## src/hdl/assert_macros.svh

```systemverilog
// ---------------------------------------------------------------------------
// assert_macros.svh
// Shared concurrent assertion macros, sampled on clock, off during reset.
// ---------------------------------------------------------------------------
`ifndef ASSERT_MACROS_SVH
`define ASSERT_MACROS_SVH

// Property holds at every clock edge outside reset.
`define ASSERT_ALWAYS(label, prop, msg) \
   label: assert property (@(posedge clock) disable iff (reset) (prop)) \
      else $error(msg);

// Same-cycle implication.
`define ASSERT_IMPLY(label, ante, cons, msg) \
   label: assert property (@(posedge clock) disable iff (reset) (ante) |-> (cons)) \
      else $error(msg);

// Next-cycle implication.
`define ASSERT_NEXT(label, ante, cons, msg) \
   label: assert property (@(posedge clock) disable iff (reset) (ante) |=> (cons)) \
      else $error(msg);

`endif

```

## src/hdl/tbe_pkg.sv

```systemverilog
// ---------------------------------------------------------------------------
// tbe_pkg
// Types and constants shared by the task budget enforcer modules.
// ---------------------------------------------------------------------------
package tbe_pkg;

   // Event modes; code 7 is unused and changes nothing
   typedef enum logic [2:0] {
      MODE_FIRST_JOB       = 3'd0,
      MODE_BOUNDARY_SLEEP  = 3'd1,
      MODE_BOUNDARY_PREDICT = 3'd2,
      MODE_SCHED_IN        = 3'd3,
      MODE_SCHED_OUT       = 3'd4,
      MODE_CHECK           = 3'd5,
      MODE_REFRESH         = 3'd6
   } mode_type;

   // Configuration register indexes
   localparam logic [1:0] CSR_PERIOD_BUDGET      = 2'd0;
   localparam logic [1:0] CSR_THROTTLE_THRESHOLD = 2'd1;

   localparam logic [31:0] RESET_THRESHOLD = 32'd5000;

   // Budget check outcome, check unit to core
   typedef struct packed {
      logic [62:0] remaining;
      logic        timer_arm;
      logic [62:0] timer_reload;
      logic        sleep_req;
      logic        throttle_set;
      logic [31:0] overuse_tally;
      logic [62:0] overuse_peak;
   } chk_type;

   // One result transaction
   typedef struct packed {
      logic [62:0] remaining_budget;
      logic        timer_arm;
      logic [62:0] timer_reload;
      logic        sleep_request;
      logic        wake_request;
      logic        throttled;
      logic [63:0] job_runtime;
      logic [63:0] job_count_used;
      logic [63:0] period_used_so_far;
      logic [63:0] consumed_total;
      logic [31:0] overuse_events;
      logic [62:0] worst_overuse;
   } rsp_type;

endpackage

```

## src/hdl/tbe_budget_check.sv

```systemverilog
// ---------------------------------------------------------------------------
// tbe_budget_check
// Remaining budget, throttle decision and overuse statistics for one event.
// ---------------------------------------------------------------------------
module tbe_budget_check (
   input  logic [63:0]     run_time,
   input  logic [62:0]     period_budget,
   input  logic [31:0]     threshold,
   input  logic            throttled,
   input  logic [31:0]     overuse_tally,
   input  logic [62:0]     overuse_peak,
   output tbe_pkg::chk_type chk
);
   import tbe_pkg::*;

   logic [63:0] rem;
   logic        neg;
   logic        below;
   logic [63:0] over;
   logic [62:0] over_sat;

   // Remaining budget as a two's-complement value
   assign rem   = {1'b0, period_budget} - run_time;
   assign neg   = rem[63];
   assign below = neg || (rem < {32'b0, threshold});
   assign over  = 64'd0 - rem;
   assign over_sat = over[63] ? {63{1'b1}} : over[62:0];

   always_comb begin
      chk.overuse_tally = overuse_tally;
      chk.overuse_peak  = overuse_peak;
      // Overuse statistics only when the budget went negative
      if (below && neg) begin
         if ((over > {32'b0, threshold}) && (overuse_tally != '1)) begin
            chk.overuse_tally = overuse_tally + 32'd1;
         end
         if (over_sat > overuse_peak) begin
            chk.overuse_peak = over_sat;
         end
      end
      chk.throttle_set = below && !throttled;
      chk.sleep_req    = below && !throttled;
      chk.remaining    = below ? 63'd0 : rem[62:0];
      chk.timer_arm    = !below && (rem != 64'd0);
      chk.timer_reload = chk.timer_arm ?
                         (rem[62:0] - {32'b0, threshold[31:1]}) : 63'd0;
   end

endmodule

```

## src/hdl/tbe_core.sv

```systemverilog
// ---------------------------------------------------------------------------
// tbe_core
// Task accounting state and per-event update; one event per enabled cycle.
// ---------------------------------------------------------------------------
`include "assert_macros.svh"

module tbe_core (
   input  logic             clock,
   input  logic             reset,
   input  logic             fire,
   input  logic [2:0]       mode,
   input  logic [63:0]      now_time,
   input  logic [63:0]      now_count,
   input  logic             work_pending,
   input  logic [62:0]      period_budget,
   input  logic [31:0]      threshold,
   output tbe_pkg::rsp_type rsp
);
   import tbe_pkg::*;

   // Stamp and total slots: job, job2, activation for time, then for count
   localparam logic [2:0] IDX_JOB_T  = 3'd0;
   localparam logic [2:0] IDX_JOB2_T = 3'd1;
   localparam logic [2:0] IDX_ACT_T  = 3'd2;
   localparam logic [2:0] IDX_JOB_C  = 3'd3;
   localparam logic [2:0] IDX_JOB2_C = 3'd4;
   localparam logic [2:0] IDX_ACT_C  = 3'd5;

   logic        sleeping_ff, sleeping_in;
   logic        throttled_ff, throttled_in;
   logic [63:0] stamp_ff [6];
   logic [63:0] stamp_in [6];
   logic [63:0] acc_ff [6];
   logic [63:0] acc_in [6];
   logic [63:0] ctime_ff, ctime_in;
   logic [63:0] ccount_ff, ccount_in;
   logic [31:0] ocount_ff, ocount_in;
   logic [62:0] opeak_ff, opeak_in;

   logic        do_check;
   logic        delta_on;
   logic        sreq;
   logic        wreq;
   logic [63:0] job_run;
   logic [63:0] job_cnt;
   logic [63:0] pused;
   logic [63:0] run_time;
   logic [63:0] act_delta;
   chk_type     chk;

   assign act_delta = now_time - stamp_ff[IDX_ACT_T];
   assign run_time  = acc_ff[IDX_ACT_T] + (delta_on ? act_delta : 64'd0);

   tbe_budget_check u_check (
      .run_time      (run_time),
      .period_budget (period_budget),
      .threshold     (threshold),
      .throttled     (throttled_ff),
      .overuse_tally (ocount_ff),
      .overuse_peak  (opeak_ff),
      .chk           (chk)
   );

   // Per-mode next state
   always_comb begin
      stamp_in     = stamp_ff;
      acc_in       = acc_ff;
      sleeping_in  = sleeping_ff;
      throttled_in = throttled_ff;
      ctime_in     = ctime_ff;
      ccount_in    = ccount_ff;
      ocount_in    = ocount_ff;
      opeak_in     = opeak_ff;
      job_run      = 64'd0;
      job_cnt      = 64'd0;
      pused        = 64'd0;
      sreq         = 1'b0;
      wreq         = 1'b0;
      do_check     = 1'b0;
      delta_on     = 1'b0;
      case (mode_type'(mode))
         MODE_FIRST_JOB: begin
            for (int i = 0; i < 3; i++) begin
               acc_in[i]       = 64'd0;
               acc_in[i + 3]   = 64'd0;
               stamp_in[i]     = now_time;
               stamp_in[i + 3] = now_count;
            end
         end
         MODE_BOUNDARY_SLEEP: begin
            job_run = now_time - stamp_ff[IDX_JOB_T] + acc_ff[IDX_JOB_T];
            job_cnt = now_count - stamp_ff[IDX_JOB_C] + acc_ff[IDX_JOB_C];
            pused   = act_delta;
            acc_in[IDX_JOB_T]   = 64'd0;
            acc_in[IDX_JOB_C]   = 64'd0;
            stamp_in[IDX_JOB_T] = now_time;
            stamp_in[IDX_JOB_C] = now_count;
         end
         MODE_BOUNDARY_PREDICT: begin
            job_run = now_time - stamp_ff[IDX_JOB2_T] + acc_ff[IDX_JOB2_T];
            job_cnt = now_count - stamp_ff[IDX_JOB2_C] + acc_ff[IDX_JOB2_C];
            acc_in[IDX_JOB2_T]   = 64'd0;
            acc_in[IDX_JOB2_C]   = 64'd0;
            stamp_in[IDX_JOB2_T] = now_time;
            stamp_in[IDX_JOB2_C] = now_count;
         end
         MODE_SCHED_IN: begin
            if (throttled_ff) begin
               sreq = 1'b1;
            end else begin
               for (int i = 0; i < 3; i++) begin
                  stamp_in[i]     = now_time;
                  stamp_in[i + 3] = now_count;
               end
               sleeping_in = 1'b0;
               do_check    = 1'b1;
            end
         end
         MODE_SCHED_OUT: begin
            if (!sleeping_ff) begin
               for (int i = 0; i < 3; i++) begin
                  acc_in[i]     = acc_ff[i] + (now_time - stamp_ff[i]);
                  acc_in[i + 3] = acc_ff[i + 3] + (now_count - stamp_ff[i + 3]);
               end
               sleeping_in = 1'b1;
            end
         end
         MODE_CHECK: begin
            do_check = 1'b1;
            delta_on = !sleeping_ff;
         end
         MODE_REFRESH: begin
            job_run = acc_ff[IDX_JOB_T] +
                      (sleeping_ff ? 64'd0 : (now_time - stamp_ff[IDX_JOB_T]));
            ctime_in  = ctime_ff + acc_ff[IDX_ACT_T];
            ccount_in = ccount_ff + acc_ff[IDX_ACT_C];
            acc_in[IDX_ACT_T] = 64'd0;
            acc_in[IDX_ACT_C] = 64'd0;
            if (throttled_ff) begin
               throttled_in = 1'b0;
               wreq         = work_pending;
            end
         end
         default: begin
         end
      endcase

      // Apply the budget check where the mode asks for one
      if (do_check) begin
         ocount_in    = chk.overuse_tally;
         opeak_in     = chk.overuse_peak;
         sreq         = chk.sleep_req;
         throttled_in = throttled_ff | chk.throttle_set;
      end
   end

   // Result of this event, taken with the post-event flags and statistics
   always_comb begin
      rsp.remaining_budget   = do_check ? chk.remaining : 63'd0;
      rsp.timer_arm          = do_check && chk.timer_arm;
      rsp.timer_reload       = do_check ? chk.timer_reload : 63'd0;
      rsp.sleep_request      = sreq;
      rsp.wake_request       = wreq;
      rsp.throttled          = throttled_in;
      rsp.job_runtime        = job_run;
      rsp.job_count_used     = job_cnt;
      rsp.period_used_so_far = pused;
      rsp.consumed_total     = ctime_in;
      rsp.overuse_events     = ocount_in;
      rsp.worst_overuse      = opeak_in;
   end

   // State registers
   always_ff @(posedge clock) begin
      if (reset) begin
         sleeping_ff  <= 1'b1;
         throttled_ff <= 1'b0;
         ctime_ff     <= 64'd0;
         ccount_ff    <= 64'd0;
         ocount_ff    <= 32'd0;
         opeak_ff     <= 63'd0;
         for (int i = 0; i < 6; i++) begin
            stamp_ff[i] <= 64'd0;
            acc_ff[i]   <= 64'd0;
         end
      end else if (fire) begin
         sleeping_ff  <= sleeping_in;
         throttled_ff <= throttled_in;
         ctime_ff     <= ctime_in;
         ccount_ff    <= ccount_in;
         ocount_ff    <= ocount_in;
         opeak_ff     <= opeak_in;
         stamp_ff     <= stamp_in;
         acc_ff       <= acc_in;
      end
   end

   `ASSERT_NEXT(a_refresh_unthrottles, fire && (mode == MODE_REFRESH), !throttled_ff, "refresh left task throttled")
   `ASSERT_NEXT(a_sched_out_sleeps, fire && (mode == MODE_SCHED_OUT), sleeping_ff, "sched out left task running")
   `ASSERT_NEXT(a_sched_in_runs, fire && (mode == MODE_SCHED_IN) && !throttled_ff, !sleeping_ff, "sched in left task asleep")

endmodule
```

## config.mk

```make
export PLATFORM = sky130hd
export DESIGN_NAME = tbe_core
export DESIGN_NICKNAME = d
export VERILOG_FILES = /design/src/hdl/tbe_pkg.sv /design/src/hdl/tbe_budget_check.sv /design/src/hdl/tbe_core.sv
export VERILOG_INCLUDE_DIRS = /design/src /design/src/hdl
export SDC_FILE = /design/constraint.sdc
export NUM_CORES = 2
export LEC_CHECK = 0
export BUFFER_PORTS_ARGS = -buffer_cell sky130_fd_sc_hd__buf_2
export CELL_PAD_IN_SITES_DETAIL_PLACEMENT = 1
export CELL_PAD_IN_SITES_GLOBAL_PLACEMENT = 1
export CORE_AREA = 2 2 443 445
export CTS_CLUSTER_SIZE = 16
export DETAILED_ROUTE_END_ITERATION = 10
export DIE_AREA = 0 0 445 447
export PLACE_DENSITY_LB_ADDON = 0.1
export SLEW_MARGIN = 0
export SYNTH_ARGS = -nofsm -noshare
export SYNTH_HDL_FRONTEND = slang
export SYNTH_HIERARCHICAL = 1
export SYNTH_SLANG_ARGS = --single-unit
```

## constraint.sdc

```tcl
create_clock -name clock -period 15.9 [get_ports clock]
set_clock_uncertainty 0.05 [all_clocks]
set_input_delay 0.795 -clock clock [delete_from_list [all_inputs] [get_ports clock]]
set_output_delay 0.795 -clock clock [all_outputs]
set_load 0.005 [all_outputs]
```

After elaboration in Yosys (flattened, before gate mapping):

Cells that the tools add are included.

* input bits: 230
* flip-flop bits (word level): 929
* word-level logic and storage cells: 119

* equal/unequal tests: 9
* reductions and logical operators: 28
* bitwise logic cells: 1
* add/sub/neg operators: 19
* $lt $le $gt $ge: 3
* multiplexer cells: 42

Operators by type and width (number)
* $pmux 64 s2: 13
* $mux 384: 2
* $add 64x64->64: 9
* $mux 63: 7
* $sub 64x64->64: 6
* $mux 64: 4
* $pmux 64 s3: 1
* $mux 95: 1
* $gt 64x32->1: 1
* $lt 64x32->1: 1
* $mux 32: 2
* $reduce_bool 64->1: 1
* $sub 1x64->64 const A: 1
* $sub 63x64->64: 1
* $gt 63x63->1: 1
* $sub 63x31->63: 1
* $add 32x1->32 const B: 1
* $ne 32x32->1 const B: 1
* $reduce_and 3->1: 7
* $reduce_bool 2->1: 7
* $mux 1: 10
* $eq 3x3->1 const B: 3
* $eq 3x2->1 const B: 2
* $reduce_or 2->1: 3
* other kinds (8): 16

Depth between registers and ports, before layout:

* depth after elaboration: 11
* gate-level depth with buffers: 63
* depth with buffers taken out: 59

Hierarchy:

The synthesis kept the hierarchy.

Modules (own cells, without submodules)
* tbe_core: area each 74332.5 sq um, cells an instance 10231, instances 1
* tbe_budget_check: area each 14649.0 sq um, cells an instance 2223, instances 1

Worst setup path after synthesis:

No wires, ideal clock.

* path type: in2out
* start: in now_time[0]
* end: out rsp[54] (netlist bit)
* stages: 63
* data required time: 15.055 ns
* path buffers: 6
* arrival time: 12.279 ns
* path slack: 2.776 ns
* path through: inv_1 > ha_1 > inv_1 > fa_1 > a21o_1 > a31oi_1 > o41ai_1 > a21boi_0 > nor2b_1 > o21ai_0 > nand2b_1 > xnor2_1 > nor2_1 > ha_1 > clkbuf_1 > a21o_1 > a21o_1 > a221oi_1 > [... 27 more ...] > nor2b_1 > o21a_1 > o21a_1 > o21a_1 > o21a_1 > o21a_1 > o21a_1 > o21a_1 > o21a_1 > o21ai_0 > nand2b_1 > a311oi_1 > o21a_1 > nor3_1 > clkbuf_1 > mux2_2 > nand2_1 > nand2_1

RTL lines
* start, declared: line tbe_core.sv:12 `input logic [63:0] now_time,`
* end, declared: line tbe_core.sv:17 `output tbe_pkg::rsp_type rsp`

==> results.cfg <==
[synth]
synthArstFlopShare_pct = 0
synth-seq-cells = 801
ys_warn_count = 6
synth_top_flop_cell = dfxtp_1
synth_area_um2 = 88980
synth_cell_types = 120
synth_fp_nets = 13740
synth_enable_flop_cells = 0
syn_avg_cell_area_um2 = 7.145
synth_cells = 12450
ys_seq_area_share_pct = 18.02

[die]
initial_utilization_pct = 45.82
fp.dieH_um = 447
die_w_um = 445
die_area_um2 = 198900
coreArea_um2 = 194200
rows = 162
boundaryPins = 711

[setup_path]
worstPathMaxFanout = 63
critical_path_required_ns = 15.06
crit_path_start_kind = flop
worst-setup-path-type = flop to primary output
slowest_delay_ns = 0.67
endpoint_kind = primary output
cp_common_cell = o21a_1
critPathSlowestCell = or4_1
crit_arrival_ns = 14.37

[routing]
wire_per_inst_um = 24.07
vias = 92990
first_pass_iters = 6
drtIter0Drc = 6715
final_antenna_net_count = 0
viasPerCell = 6.031
drc = 0
wl_um = 371200

[sta]
period_share_pct = 95.68
fmax_mhz = 65.73
final_max_slew_viol_count = 0
hold_viol_final = 0
tightestPinTransition_ns = 1.439
fin_tns_setup_ns = 0
relSlewSlack_pct = 2.524
fin_crit_ns = 15.21
whs_ns = 0.2155
rsz0062_at_grt = false
setup_violations = 0
setup_ws_ns = 0.6868

[clock_network]
cts_tree = built
clock_latency_ns = 0.79
clkSinkCount = 801
clk_pin_slew_ns = 0.06
postCtsSetupBuffers = 0
cts_buffer_depth = 3
cts_root_buffer = clkbuf_16
cts_buffers = 104
htree_levels = 3

[pwr]
power.total_mw = 7.748
peakVddDrop_mv = 0.09103
power_density_nw_per_um2 = 78.88
swShare_pct = 39.84
p_seq_share_pct = 27.3
p_int_mw = 4.661
p_leak_nw = 44.78
power.switching_mw = 3.087
pwr-share-comb_pct = 38.7
clock_power_share_pct = 34.0

[global_routing]
gr-total-overflow = 0
antenna_found_initial = 80
grt_pass1_wl_um = 561000
grt_max_degree = 129
grt_pass1_vias = 94860
track_usage_pct = 35.74

[place]
io_buffers = 710
gp_congestion = 0.9897
dp_hpwl_um = 292100
postPlaceCellArea_um2 = 94220
post-place-cells = 15170
preCtsSetupSlack_ns = -0.3557

[layout]
fin_cells = 15420
stdcell_area_um2 = 98220
regArea_um2 = 16040
nets = 14010
multi_input_area_um2 = 66010
n_fill_cell = 24820
drive_gt1_share_pct = 9.776
fin_util_pct = 50.58
synthToLayoutAreaGrowth_pct = 10.39

[run_status]
status = finished clean

[run]
maxCapViolations = 0

[min_path]
hp-class = input pin to flop
## Yosys cell counts, types with 169 or more instances
library cell	count	area (um^2)
ha_1	855	10700
nor2_1	1015	3810
nand2_1	1695	6362
a21o_1	503	3776
a22oi_1	179	1344
fa_1	198	3964
xor2_1	278	2435
xnor2_1	485	4248
nand3_1	203	1016
and2_1	204	1276
a21oi_1	1221	6111
dfxtp_1	801	16040
inv_1	1266	4752
o21ai_0	536	2683
clkbuf_1	577	2166
nand4_1	200	1251
nor2b_1	169	1057
## cells by family (layout without fill, tap and decap cells)
logic type	count (synthesis)	count (layout)	share of synthesized area (%)
buf+inv	1904	2267	8.143
xor+xnor	765	765	7.561
other cells	0	58	0
compound gates	3654	3654	26.80
simple gates	4153	4153	21.51
mux	124	124	1.493
flops	801	801	18.02
fa+ha+maj	1053	1053	16.48
## power groups by stage
stage / clock [mW] / sequential, mW / combinational (mW)
after floorplan: 0 / 2.15 / 1.96
after global placement: 0 / 2.16 / 2.82
after detailed placement: 0 / 2.16 / 2.90
after CTS: 2.67 / 2.12 / 2.93
after global routing: 2.74 / 2.12 / 3.25
final: 2.63 / 2.12 / 3.00
## layer usage
layer  part of all wire, %  up-vias  track usage [%]
met5                 0.055        -                0
met4                   6.1       30            20.80
met3                   5.1      731            3.893
met2                    46     2629            58.74
met1                    43    45770            45.34
li1                      -    43820                -
## timing repair
| action | CTS | global route |
|---|---|---|
| hold buffers | 0 | 0 |
| cloned | 0 | 0 |
| endpoints found under the setup margin | 63 | 63 |
| resized for setup | 4 | 24 |
## layout by cell type (no fill, tap or decap), types with 58 or more instances in the layout
| cell type | instances |
|---|---|
| buf_4 | 94 |
| buf_2 | 707 |
| nand4_1 | 200 |
| a22oi_1 | 178 |
| fa_1 | 198 |
| nand2b_1 | 114 |
| o21bai_1 | 127 |
| xnor2_1 | 485 |
| dfxtp_1 | 800 |
| xor2_1 | 276 |
| o21ai_0 | 534 |
| nor2b_1 | 168 |
| a21o_1 | 501 |
| and2_1 | 203 |
| diode_2 | 58 |
| nand2_1 | 1693 |
| o211ai_1 | 63 |
| clkbuf_16 | 104 |
| a31oi_1 | 92 |
| o21a_1 | 109 |
| a21oi_1 | 1215 |
| mux2_2 | 68 |
| ha_1 | 855 |
| a311oi_1 | 125 |
| and3_1 | 102 |
| nand3_1 | 202 |
| nor3_1 | 143 |
| a22o_1 | 120 |
| inv_1 | 1266 |
| nor2_1 | 1008 |
## flip-flops by register name, summed over array words and instances, names as in the netlist
signal        cells
ctime_ff         64
opeak_ff         63
acc_ff          320
stamp_ff        320
throttled_ff      1
ocount_ff        32
sleeping_ff       1
## final cells by class
class,count,share of cell area [%]
Clock buffer,141,3.005
Inverter,1267,4.842
Sequential cell,801,16.33
Antenna cell,58,0.1478
Tap cell,2542,3.238
Timing Repair Buffer,808,4.444
Multi-Input combinational cell,9749,67.21
Clock inverter,51,0.7885
## path summary, 6_finish.rpt
| kind | slack, ns | end | startpoint | cells after the start |
|---|---|---|---|---|
| max | 0.69 | rsp[59] | stamp_ff[192] | 60 |
| min | 0.22 | stamp_ff[126] | now_count[62] | 3 |
| max reg2reg | 2.03 | opeak_ff[39] | stamp_ff[192] | 59 |
| min reg2reg | 0.40 | acc_ff[314] | acc_ff[314] | 2 |
## critical path, delay by kind of cell (launching register included)
| kind | cells | cell delay [ns] |
|---|---|---|
| AOI/OAI and AO/OA | 27 | 5.46 |
| and+or+nand+nor | 17 | 3.85 |
| adders and majority gates | 5 | 1.70 |
| buffers and inverters | 7 | 1.16 |
| xor gates and xnor gates | 3 | 0.67 |
| muxes | 1 | 0.35 |
| DFF | 1 | 0.34 |
(Power assumes the default switching activity.)
